[src/hdl/rend_pkg.sv]
// Package for the random early NACK decider: field widths, register indexes,
// verdict codes, reset values and the controller/datapath command structs.
// No dependencies.
`default_nettype none
package rend_pkg;

  localparam int QW = 24;            // queue length and threshold width, Q16.8
  localparam int PW = 16;            // probability and random fraction width
  localparam int CW = 16;            // since-reject count width
  localparam int AW = 16;            // multiplier narrow operand width
  localparam int BW = QW + PW;       // multiplier wide operand width
  localparam int MW = AW + BW;       // product width
  localparam int IXW = 2;            // configuration index width

  localparam logic       RST_ENABLE   = 1'b1;
  localparam logic [QW-1:0] RST_MIN_TH = 24'd1280;   // 5.0 packets
  localparam logic [QW-1:0] RST_MAX_TH = 24'd3840;   // 15.0 packets
  localparam logic [PW-1:0] RST_MAX_PROB = 16'd1311; // about 0.02

  typedef enum logic [IXW-1:0] {
    REG_ENABLE   = 2'd0,
    REG_MIN_TH   = 2'd1,
    REG_MAX_TH   = 2'd2,
    REG_MAX_PROB = 2'd3
  } rend_reg_t;

  typedef enum logic [1:0] {
    VERDICT_PASS = 2'd0,
    VERDICT_MAX  = 2'd1,
    VERDICT_PROB = 2'd2
  } verdict_t;

  typedef enum logic [1:0] {
    MUL_SEL_N  = 2'd0,
    MUL_SEL_CN = 2'd1,
    MUL_SEL_R  = 2'd2
  } mul_sel_t;

  typedef struct packed {
    logic     load;
    logic     mul_en;
    mul_sel_t mul_sel;
    logic     emit;
  } rend_cmd_t;

  typedef struct packed {
    logic prob_path;
  } rend_sts_t;

endpackage
`default_nettype wire

[src/hdl/rend_if.sv]
// Valid/ready channel interfaces for request items and decision items.
// Depends on rend_pkg for the field widths.
`default_nettype none
interface rend_in_if import rend_pkg::*; ();
  logic          valid;
  logic          ready;
  logic [QW-1:0] avg_queue_len;
  logic [15:0]   inst_queue_len;
  logic [PW-1:0] rand_value;

  modport source(output valid, output avg_queue_len, output inst_queue_len,
                 output rand_value, input ready);
  modport sink(input valid, input avg_queue_len, input inst_queue_len,
               input rand_value, output ready);
endinterface

interface rend_out_if ();
  logic       valid;
  logic       ready;
  logic       reject;
  logic [1:0] verdict;

  modport source(output valid, output reject, output verdict, input ready);
  modport sink(input valid, input reject, input verdict, output ready);
endinterface
`default_nettype wire

[src/hdl/rend_ctrl.sv]
// Controller of the random early NACK decider: sequences the load, the three
// shared multiplications and the result emission. Depends on rend_pkg.
`default_nettype none
module rend_ctrl import rend_pkg::*; (
  input  wire logic      clk,
  input  wire logic      rst_n,
  input  wire logic      in_valid,
  output logic           in_ready,
  output logic           out_valid,
  input  wire logic      out_ready,
  input  wire rend_sts_t sts,
  output rend_cmd_t      cmd
);

  typedef enum logic [4:0] {
    S_IDLE   = 5'b00001,
    S_MUL_N  = 5'b00010,
    S_MUL_CN = 5'b00100,
    S_MUL_R  = 5'b01000,
    S_EMIT   = 5'b10000
  } state_t;

  state_t state_r, state_nxt;
  logic   out_valid_r, out_valid_nxt;
  logic   slot_free;

  assign in_ready  = (state_r == S_IDLE);
  assign out_valid = out_valid_r;
  assign slot_free = !out_valid_r || out_ready;

  always_comb begin
    state_nxt   = state_r;
    cmd.load    = 1'b0;
    cmd.mul_en  = 1'b0;
    cmd.mul_sel = MUL_SEL_N;
    cmd.emit    = 1'b0;
    case (state_r)
      S_IDLE: begin
        if (in_valid) begin
          cmd.load  = 1'b1;
          state_nxt = sts.prob_path ? S_MUL_N : S_EMIT;
        end
      end
      S_MUL_N: begin
        cmd.mul_en  = 1'b1;
        cmd.mul_sel = MUL_SEL_N;
        state_nxt   = S_MUL_CN;
      end
      S_MUL_CN: begin
        cmd.mul_en  = 1'b1;
        cmd.mul_sel = MUL_SEL_CN;
        state_nxt   = S_MUL_R;
      end
      S_MUL_R: begin
        cmd.mul_en  = 1'b1;
        cmd.mul_sel = MUL_SEL_R;
        state_nxt   = S_EMIT;
      end
      S_EMIT: begin
        if (slot_free) begin
          cmd.emit  = 1'b1;
          state_nxt = S_IDLE;
        end
      end
      default: state_nxt = S_IDLE;
    endcase
  end

  always_comb begin
    if (cmd.emit) begin
      out_valid_nxt = 1'b1;
    end else if (out_ready) begin
      out_valid_nxt = 1'b0;
    end else begin
      out_valid_nxt = out_valid_r;
    end
  end

  always_ff @(posedge clk) begin
    if (!rst_n) begin
      state_r     <= S_IDLE;
      out_valid_r <= 1'b0;
    end else begin
      state_r     <= state_nxt;
      out_valid_r <= out_valid_nxt;
    end
  end

endmodule
`default_nettype wire

[src/hdl/rend_dp.sv]
// Datapath of the random early NACK decider: configuration registers, the
// count and flag state, one shared 16x40 multiplier and the output register.
// Depends on rend_pkg.
`default_nettype none
module rend_dp import rend_pkg::*; (
  input  wire logic            clk,
  input  wire logic            rst_n,
  input  wire logic            cfg_we,
  input  wire logic [IXW-1:0]  cfg_index,
  input  wire logic [QW-1:0]   cfg_wdata,
  input  wire logic [QW-1:0]   avg_queue_len,
  input  wire logic [15:0]     inst_queue_len,
  input  wire logic [PW-1:0]   rand_value,
  input  wire rend_cmd_t       cmd,
  output rend_sts_t            sts,
  output logic                 out_reject,
  output logic [1:0]           out_verdict
);

  logic          enable_r;
  logic [QW-1:0] min_th_r, max_th_r;
  logic [PW-1:0] max_prob_r;
  logic [CW-1:0] count_r;
  logic          flag_r;

  logic [QW-1:0] avg_r;
  logic [PW-1:0] rnd_r;
  logic          prob_r;
  verdict_t      verdict_r;
  logic [BW-1:0] n_r;
  logic [MW-1:0] prod_r;
  logic          sat_r;
  logic          reject_r;
  logic [1:0]    out_verdict_r;

  logic          ge_min, ge_max, inst_ok;
  logic [CW-1:0] count_inc;
  logic [BW-1:0] full;
  logic          cn_ge_full;
  logic [AW-1:0] mul_a;
  logic [BW-1:0] mul_b;
  logic [MW-1:0] mul_p;
  logic          prob_rej;
  verdict_t      final_verdict;

  assign ge_min  = (avg_queue_len >= min_th_r);
  assign ge_max  = (avg_queue_len >= max_th_r);
  assign inst_ok = (inst_queue_len > 16'd1);
  assign sts.prob_path = enable_r && ge_min && inst_ok && !ge_max && flag_r;

  assign count_inc = (count_r == {CW{1'b1}}) ? count_r : count_r + {{(CW-1){1'b0}}, 1'b1};

  // 65536 * (max - min); max > min whenever this is used.
  assign full       = {max_th_r - min_th_r, 16'd0};
  assign cn_ge_full = (prod_r >= {{(MW-BW){1'b0}}, full});

  always_comb begin
    case (cmd.mul_sel)
      MUL_SEL_N: begin
        mul_a = max_prob_r;
        mul_b = {{(BW-QW){1'b0}}, avg_r - min_th_r};
      end
      MUL_SEL_CN: begin
        mul_a = count_r;
        mul_b = n_r;
      end
      MUL_SEL_R: begin
        mul_a = rnd_r;
        mul_b = full - prod_r[BW-1:0];
      end
      default: begin
        mul_a = '0;
        mul_b = '0;
      end
    endcase
  end

  assign mul_p = {{BW{1'b0}}, mul_a} * {{AW{1'b0}}, mul_b};

  assign prob_rej = sat_r || (prod_r < {n_r, 16'd0});

  always_comb begin
    if (prob_r) begin
      final_verdict = prob_rej ? VERDICT_PROB : VERDICT_PASS;
    end else begin
      final_verdict = verdict_r;
    end
  end

  // Configuration registers.
  always_ff @(posedge clk) begin
    if (!rst_n) begin
      enable_r   <= RST_ENABLE;
      min_th_r   <= RST_MIN_TH;
      max_th_r   <= RST_MAX_TH;
      max_prob_r <= RST_MAX_PROB;
    end else if (cfg_we) begin
      case (cfg_index)
        REG_ENABLE:   enable_r   <= cfg_wdata[0];
        REG_MIN_TH:   min_th_r   <= cfg_wdata;
        REG_MAX_TH:   max_th_r   <= cfg_wdata;
        REG_MAX_PROB: max_prob_r <= cfg_wdata[PW-1:0];
        default: ;
      endcase
    end
  end

  // Count and flag state.
  always_ff @(posedge clk) begin
    if (!rst_n) begin
      count_r <= '0;
      flag_r  <= 1'b0;
    end else if (cmd.load && enable_r) begin
      if (!(ge_min && inst_ok)) begin
        flag_r <= 1'b0;
      end else if (!ge_max) begin
        if (!flag_r) begin
          count_r <= {{(CW-1){1'b0}}, 1'b1};
          flag_r  <= 1'b1;
        end else begin
          count_r <= count_inc;
        end
      end
    end else if (cmd.emit && prob_r && prob_rej) begin
      count_r <= '0;
    end
  end

  always_ff @(posedge clk) begin
    if (!rst_n) begin
      prob_r <= 1'b0;
    end else if (cmd.load) begin
      prob_r <= sts.prob_path;
    end
  end

  // Payload registers, no reset.
  always_ff @(posedge clk) begin
    if (cmd.load) begin
      avg_r <= avg_queue_len;
      rnd_r <= rand_value;
      if (enable_r && ge_min && inst_ok && ge_max) begin
        verdict_r <= VERDICT_MAX;
      end else begin
        verdict_r <= VERDICT_PASS;
      end
    end
    if (cmd.mul_en) begin
      prod_r <= mul_p;
      if (cmd.mul_sel == MUL_SEL_N) begin
        n_r <= mul_p[BW-1:0];
      end
      if (cmd.mul_sel == MUL_SEL_R) begin
        sat_r <= cn_ge_full;
      end
    end
    if (cmd.emit) begin
      reject_r      <= (final_verdict != VERDICT_PASS);
      out_verdict_r <= final_verdict;
    end
  end

  assign out_reject  = reject_r;
  assign out_verdict = out_verdict_r;

endmodule
`default_nettype wire

[src/hdl/random_early_nack_decider.sv]
// Top level of the random early NACK decider: joins the controller and the
// datapath to the request, decision and configuration ports.
// Depends on rend_pkg, rend_if, rend_ctrl and rend_dp.
`default_nettype none
// The block takes one request item at a time and returns exactly one decision
// item for it. Items that pass, that sit at or above the maximum threshold, or
// that only arm the counter on the first crossing of the minimum threshold go
// straight to the emit state. Items between the thresholds with the counter
// armed pass the multiply states first, because the count-corrected probability
// test is done as three chained multiplications (max_probability times the
// excess, the count times that product, and the random fraction times the
// remaining margin) on one shared 16 by 40 bit multiplier, one per cycle. A new
// item is accepted as soon as the controller is back in idle, even while the
// previous decision still waits in the output register. Configuration writes
// are taken at any time but must only be issued while the block is idle.
module random_early_nack_decider import rend_pkg::*; (
  input  wire logic           clk,
  input  wire logic           rst_n,
  input  wire logic           cfg_we,
  input  wire logic [IXW-1:0] cfg_index,
  input  wire logic [QW-1:0]  cfg_wdata,
  rend_in_if.sink             in_ch,
  rend_out_if.source          out_ch
);

  rend_cmd_t cmd;
  rend_sts_t sts;

  // The controller owns the handshakes and the sequence of steps.
  rend_ctrl u_ctrl (
    .clk       (clk),
    .rst_n     (rst_n),
    .in_valid  (in_ch.valid),
    .in_ready  (in_ch.ready),
    .out_valid (out_ch.valid),
    .out_ready (out_ch.ready),
    .sts       (sts),
    .cmd       (cmd)
  );

  // The datapath holds the registers, the state and the shared multiplier.
  rend_dp u_dp (
    .clk            (clk),
    .rst_n          (rst_n),
    .cfg_we         (cfg_we),
    .cfg_index      (cfg_index),
    .cfg_wdata      (cfg_wdata),
    .avg_queue_len  (in_ch.avg_queue_len),
    .inst_queue_len (in_ch.inst_queue_len),
    .rand_value     (in_ch.rand_value),
    .cmd            (cmd),
    .sts            (sts),
    .out_reject     (out_ch.reject),
    .out_verdict    (out_ch.verdict)
  );

endmodule
`default_nettype wire

[src/flat_wrapper.sv]
// flat-port wrapper written by rule: the top's interface ports become plain ports
module random_early_nack_decider_flat import rend_pkg::*;
  (clk, rst_n, cfg_we, cfg_index, cfg_wdata, in_ch_valid, in_ch_avg_queue_len, in_ch_inst_queue_len, in_ch_rand_value, in_ch_ready, out_ch_valid, out_ch_reject, out_ch_verdict, out_ch_ready);
  rend_in_if in_ch_i ();
  rend_out_if out_ch_i ();
  input  wire logic clk;
  input  wire logic rst_n;
  input  wire logic cfg_we;
  input  wire logic [IXW-1:0] cfg_index;
  input  wire logic [QW-1:0] cfg_wdata;
  input wire logic [$bits(in_ch_i.valid)-1:0] in_ch_valid;
  input wire logic [$bits(in_ch_i.avg_queue_len)-1:0] in_ch_avg_queue_len;
  input wire logic [$bits(in_ch_i.inst_queue_len)-1:0] in_ch_inst_queue_len;
  input wire logic [$bits(in_ch_i.rand_value)-1:0] in_ch_rand_value;
  output wire logic [$bits(in_ch_i.ready)-1:0] in_ch_ready;
  output wire logic [$bits(out_ch_i.valid)-1:0] out_ch_valid;
  output wire logic [$bits(out_ch_i.reject)-1:0] out_ch_reject;
  output wire logic [$bits(out_ch_i.verdict)-1:0] out_ch_verdict;
  input wire logic [$bits(out_ch_i.ready)-1:0] out_ch_ready;
  assign in_ch_i.valid = in_ch_valid;
  assign in_ch_i.avg_queue_len = in_ch_avg_queue_len;
  assign in_ch_i.inst_queue_len = in_ch_inst_queue_len;
  assign in_ch_i.rand_value = in_ch_rand_value;
  assign in_ch_ready = in_ch_i.ready;
  assign out_ch_valid = out_ch_i.valid;
  assign out_ch_reject = out_ch_i.reject;
  assign out_ch_verdict = out_ch_i.verdict;
  assign out_ch_i.ready = out_ch_ready;
  random_early_nack_decider u_core (.clk(clk), .rst_n(rst_n), .cfg_we(cfg_we), .cfg_index(cfg_index), .cfg_wdata(cfg_wdata), .in_ch(in_ch_i), .out_ch(out_ch_i));
endmodule
[config.mk]
export PLATFORM = sky130hd
export DESIGN_NAME = random_early_nack_decider_flat
export DESIGN_NICKNAME = d
export VERILOG_FILES = /design/src/hdl/rend_pkg.sv /design/src/hdl/rend_if.sv /design/src/hdl/rend_ctrl.sv /design/src/hdl/rend_dp.sv /design/src/hdl/random_early_nack_decider.sv /design/src/flat_wrapper.sv
export SDC_FILE = /design/constraint.sdc
export NUM_CORES = 2
export LEC_CHECK = 0
export BUFFER_PORTS_ARGS = -buffer_cell sky130_fd_sc_hd__buf_2
export CORE_ASPECT_RATIO = 1.1
export CORE_MARGIN = 2
export CORE_UTILIZATION = 25
export CTS_BUF_LIST = sky130_fd_sc_hd__clkbuf_16
export DETAILED_ROUTE_END_ITERATION = 10
export PLACE_DENSITY = 0.47
export SLEW_MARGIN = 10
export SYNTH_ARGS = -nofsm -noshare
export SYNTH_HDL_FRONTEND = slang
export SYNTH_SLANG_ARGS = --single-unit
export TNS_END_PERCENT = 100
[constraint.sdc]
create_clock -name clk -period 9.3 [get_ports clk]
set_clock_uncertainty 0.1 [all_clocks]
set_input_delay 1.86 -clock clk [delete_from_list [all_inputs] [get_ports clk]]
set_output_delay 1.86 -clock clk [all_outputs]
set_load 0.02 [all_outputs]
Yosys cells after proc, flatten, opt, wreduce, memory -nomap -nowiden:

Index checks and enable logic that the tools add are counted.

* logic and storage cells: 95
* output and inout port bits: 5
* register bits after elaboration: 231
* bits of input ports: 87

* magnitude comparators: 5
* reduce and logical (&&, ||, !) cells: 27
* equal/unequal tests: 17
* multiplexer cells: 24
* add/sub/neg operators: 4
* multiply operators: 1

Operators with widths (count)
* $pmux W40 S3: 1
* $mux W16: 6
* $ge A56 B40 Y1: 1
* $lt A56 B56 Y1: 1
* $mul A16 B40 Y56: 1
* $ge A24 B24 Y1: 2
* $pmux W16 S3: 1
* $sub A24 B24 Y24: 2
* $sub A40 B40 Y40: 1
* $pmux W5 S5: 1
* $add A16 B1 Y16 const B: 1
* $eq A16 B16 Y1 const B: 1
* $gt A16 B1 Y1 const B: 1
* $reduce_and A2 Y1: 8
* $mux W5: 3
* $logic_and A1 B1 Y1: 9
* $mux W1: 9
* $pmux W3 S3: 1
* $ne A2 B2 Y1 const B: 4
* $eq A2 B2 Y1 const B: 3
* $reduce_bool A2 Y1: 3
* $eq A5 B1 Y1 const B: 1
* $eq A5 B2 Y1 const B: 1
* $eq A5 B3 Y1 const B: 1
* other kinds (10): 15

Longest topological paths before layout:

* depth in word-level cells: 8
* depth in mapped cells: 44
* gate-level depth less buffers: 42

Modules after synthesis:

A second synthesis with hierarchy kept.

* cell total of the unflattened synthesis: 3939
* area, all modules: 34887.2 um^2

Modules (own cells, without submodules)
* rend_dp: cells an instance 3899, area an instance 34550.6 um^2, times used 1, seq. area each 5895.7 um^2
* rend_ctrl: cells an instance 40, area an instance 336.6 um^2, times used 1, seq. area each 120.1 um^2

Worst setup path after synthesis:

Ideal clock, no wire load.

* kind: register to register
* from: reg u_core.u_dp.min_th_r[4]
* to: reg u_core.u_dp.prod_r[54], data pin
* arrival: 9.490 ns
* library setup time: 0.261 ns
* period minus slack after synthesis: 9.851 ns
* data required time: 8.939 ns
* path buffers: 2
* stages on the path, launching flop included: 39
* setup slack: -0.551 ns
* path through: dfxtp_1 inv_1 ha_1 nor3_1 nor3b_1 a21oi_1 o41ai_1 o21ai_0 nor4_1 o31a_1 nor2b_1 xnor2_1 ha_1 a21o_1 a21oi_1 nand2_1 o31ai_1 clkbuf_1 [3 not listed] fa_1 inv_1 fa_1 fa_1 fa_1 inv_1 fa_1 inv_1 ha_1 clkbuf_1 nor2b_1 o21ai_0 nand2b_1 or4_1 a31oi_1 o21ai_0 a211o_1 o311a_1

* word-level cells in the longest chain between the ends: 4
* elaborated cells on any way between the ends: 5
* those cells by class: add/sub: 3; mul: 1; mux: 1

RTL lines
* start, declared: line rend_dp.sv:21 `logic [QW-1:0] min_th_r, max_th_r;`
* start signal, assigned: line rend_dp.sv:100 `REG_MIN_TH: min_th_r <= cfg_wdata;`
* $sub A24 B24 Y24: line rend_dp.sv:54 `assign full = {max_th_r - min_th_r, 16'd0};`
* $sub A40 B40 Y40: line rend_dp.sv:69 `mul_b = full - prod_r[BW-1:0];`
* $pmux W40 S3 *: line rend_dp.sv:58 `case (cmd.mul_sel)`
* $mul A16 B40 Y56 *: line rend_dp.sv:78 `assign mul_p = {{BW{1'b0}}, mul_a} * {{AW{1'b0}}, mul_b};`
* named net u_core.u_dp.mul_p[54]: line rend_dp.sv:42 `logic [MW-1:0] mul_p;`
* end signal, assigned: line rend_dp.sv:149 `prod_r <= mul_p;`
* end, declared: line rend_dp.sv:31 `logic [MW-1:0] prod_r;`

The timed path passes the listed nets; every way through them passes the cells marked *.
A chain may end at the register's enable or synchronous reset.

Worst setup path in the final report:

* from: reg u_core.u_dp.min_th_r[7]
* to: reg u_core.u_dp.prod_r[54], data pin

The elaborated chain is that of the path after synthesis.

==> flow_summary.json <==
{
  "mostFrequentLayoutCells": "inv_1, nand2_1, fa_1, buf_4, ha_1",
  "syn_inst": 4017,
  "grt_overflow": 0,
  "dr_total_vias": 30200,
  "synth_cell_type_count": 85,
  "mostFrequentLayoutCell": "inv_1",
  "cts.sinks": 230,
  "firstDrtPassIters": 5,
  "layout_setup_ws_ps": -248,
  "cts_buffer_depth": 3,
  "grt_setup_unrepaired": "true",
  "fin_area_um2": 44700,
  "fmax_mhz": 105,
  "netlist_area_um2": 35300,
  "die_y_um": 398,
  "syn_nets": 4945,
  "maxSlewHeadroom": 0.0795,
  "stdcell_count": 6378,
  "worstPathArrival_ps": 9750,
  "core_um2": 140000,
  "io_pins": 92,
  "yosysWarnings": 0,
  "max_slew.worst_pin.slew_ps": 1380,
  "clk_latency_ps": 560,
  "clk_pin_slew_ps": 70,
  "avgSynthCellArea_um2": 8.78,
  "fill_cells": 14600,
  "crit_top_cell": "fa_1",
  "path_delay_family": "adder cells",
  "crit_fanout": 6,
  "drc_errors": 0,
  "timing.final.crit_share": 1.03,
  "max_stage_delay_ps": 560,
  "status": "finished, violations left",
  "path_class": "flop to flop",
  "violations": "negative setup slack",
  "drv_slew": 0,
  "finalSetupViolCount": 16,
  "worstSetupEndpointType": "flop",
  "place.port_buffers": 90,
  "placedCellCount": 6274,
  "grt.total_usage": 0.176,
  "drt-wirelength-per-cell_um": 19.8,
  "reg2regPathDepth": 38,
  "cts_tree": "done",
  "ys_seq_area_frac": 0.171,
  "antenna_found_initial": 2,
  "dp_hpwl_um": 105000,
  "drive_gt1_frac": 0.221,
  "period_needed_ps": 9550,
  "hold_viol": 0,
  "area_growth_pct": 26.7,
  "cp_num_cells": 38,
  "initialDrtViolationCount": 1433,
  "slowest_stage": "fa_1",
  "die_x_um": 362,
  "holdPathStages": 2,
  "rows": 144,
  "cap_violations": 0,
  "initial_core_util": 0.252,
  "nets": 5465,
  "vias_per_cell": 4.73,
  "required_ps": 9500,
  "synth-seq-cells": 230,
  "die_area_um2": 144000,
  "drtAntennaViolNets": 0,
  "post_dp_cell_area_um2": 41800,
  "path_buf_inv": 4,
  "ctsHtreeMaxLevel": 1,
  "wl_um": 126000,
  "grt_pass1_wl_um": 195000,
  "holdWs_ps": 355,
  "grt_pass1_vias": 31800,
  "grt_max_degree": 69,
  "synth-async-reset-ratio": 0,
  "critPathLaunchType": "flop",
  "diodes": 0,
  "synth_edf_count": 141,
  "gp_congestion": 0.891,
  "dp_slack_ps": -831,
  "clockRootBuffer": "clkbuf_16",
  "synthFlopType": "edfxtp_1",
  "hold_class": "flop to flop",
  "cts_buffers": 23
}
## through the flow
stage               utilization  setup TNS, ps
finish                    0.319          -1640
CTS                       0.311          -1270
global placement          0.298         -12880
global route              0.319          -6550
floorplan                     -              0
detailed placement        0.298         -13750
## path summary, 6_finish.rpt
| kind | from | slack, ps | endpoint |
|---|---|---|---|
| max reg2reg | u_core.u_dp.min_th_r[7] | -250 | u_core.u_dp.prod_r[54] |
| min reg2reg | u_core.u_dp.min_th_r[13] | 350 | u_core.u_dp.min_th_r[13] |
| max | u_core.u_dp.min_th_r[7] | -250 | u_core.u_dp.prod_r[54] |
| min | u_core.u_dp.min_th_r[13] | 350 | u_core.u_dp.min_th_r[13] |
## sequential cells by signal (all words and copies together) (netlist names), 2 cells and up
name,count
u_core.u_dp.min_th_r,24
u_core.u_dp.max_th_r,24
u_core.u_dp.avg_r,24
u_core.u_dp.out_verdict,2
u_core.u_dp.prod_r,56
u_core.u_dp.n_r,40
u_core.u_dp.count_r,16
u_core.u_dp.rnd_r,16
u_core.u_dp.max_prob_r,16
u_core.u_ctrl.state_r,5
## what timing repair did
action / 4_1_cts / 5_1_grt
cloned: 1 / 0
setup buffers: 33 / 35
resized for setup: 181 / 203
setup endpoints to repair: 30 / 38
hold buffers: 0 / 0
pin swaps: 131 / 87
## cell usage after synthesis, types with 15 or more instances
cell        n  area, µm²
and2_1    107        669
clkbuf_1  163        612
a32o_1     15        150
buf_1      15       56.3
a211oi_1   28        210
o21ai_1    17       85.1
nor4_1     25        156
nand2b_1   18        113
nor2b_1    15       93.8
xor2_1     47        412
o211ai_1   27        203
nand3_1    56        280
o21a_1     24        180
and3_1     27        169
nor3_1     59        295
a21o_1     78        586
or3_1      22        138
nand2_1   608       2280
inv_1     688       2580
nand4_1    36        225
o21bai_1   17        128
o21ai_0   116        581
o22ai_1    16        100
ha_1      309       3870
a22oi_1    27        203
dfxtp_1    89       1780
xnor2_1    66        578
nor2_1    218        818
fa_1      532      10700
a21oi_1   201       1010
edfxtp_1  141       4230
## worst reg2reg max path: cells and delay by family, from the launching register on
family                   cells  cell delay [ps]
adder cells (fa/ha/maj)      9             3630
AO/OA/AOI/OAI               14             2870
AND/OR/NAND/NOR             10             1850
buffers and inverters        4              420
flip-flops                   1              330
XOR/XNOR                     1              110
## final cells by class
type	instances	area [µm²]	area share
timing repair buffer	680	5480	0.123
multi-input combinational	2914	27700	0.619
clock inverter	18	72.6	0.00162
clock buffer	23	576	0.0129
sequential	230	6020	0.135
inverter	688	2580	0.0578
tap	1825	2280	0.0511
## cells by family after synthesis
logic type / share of synthesized area
fa+ha+maj: 0.412
xor+xnor: 0.0281
buf+inv: 0.0934
flops: 0.171
compound gates: 0.135
mux: 0.00177
simple gates: 0.159
## layer usage
layer	global-route usage	vias up	share of wire
met3	0.0109	137	0.034
li1	-	14200	-
met5	0	-	0
met1	0.230	15200	0.44
met2	0.313	649	0.49
met4	0.0488	0	0.034
Power is not shown: default switching activity piles up to over one toggle a cycle in this logic, so the estimate is an artifact.
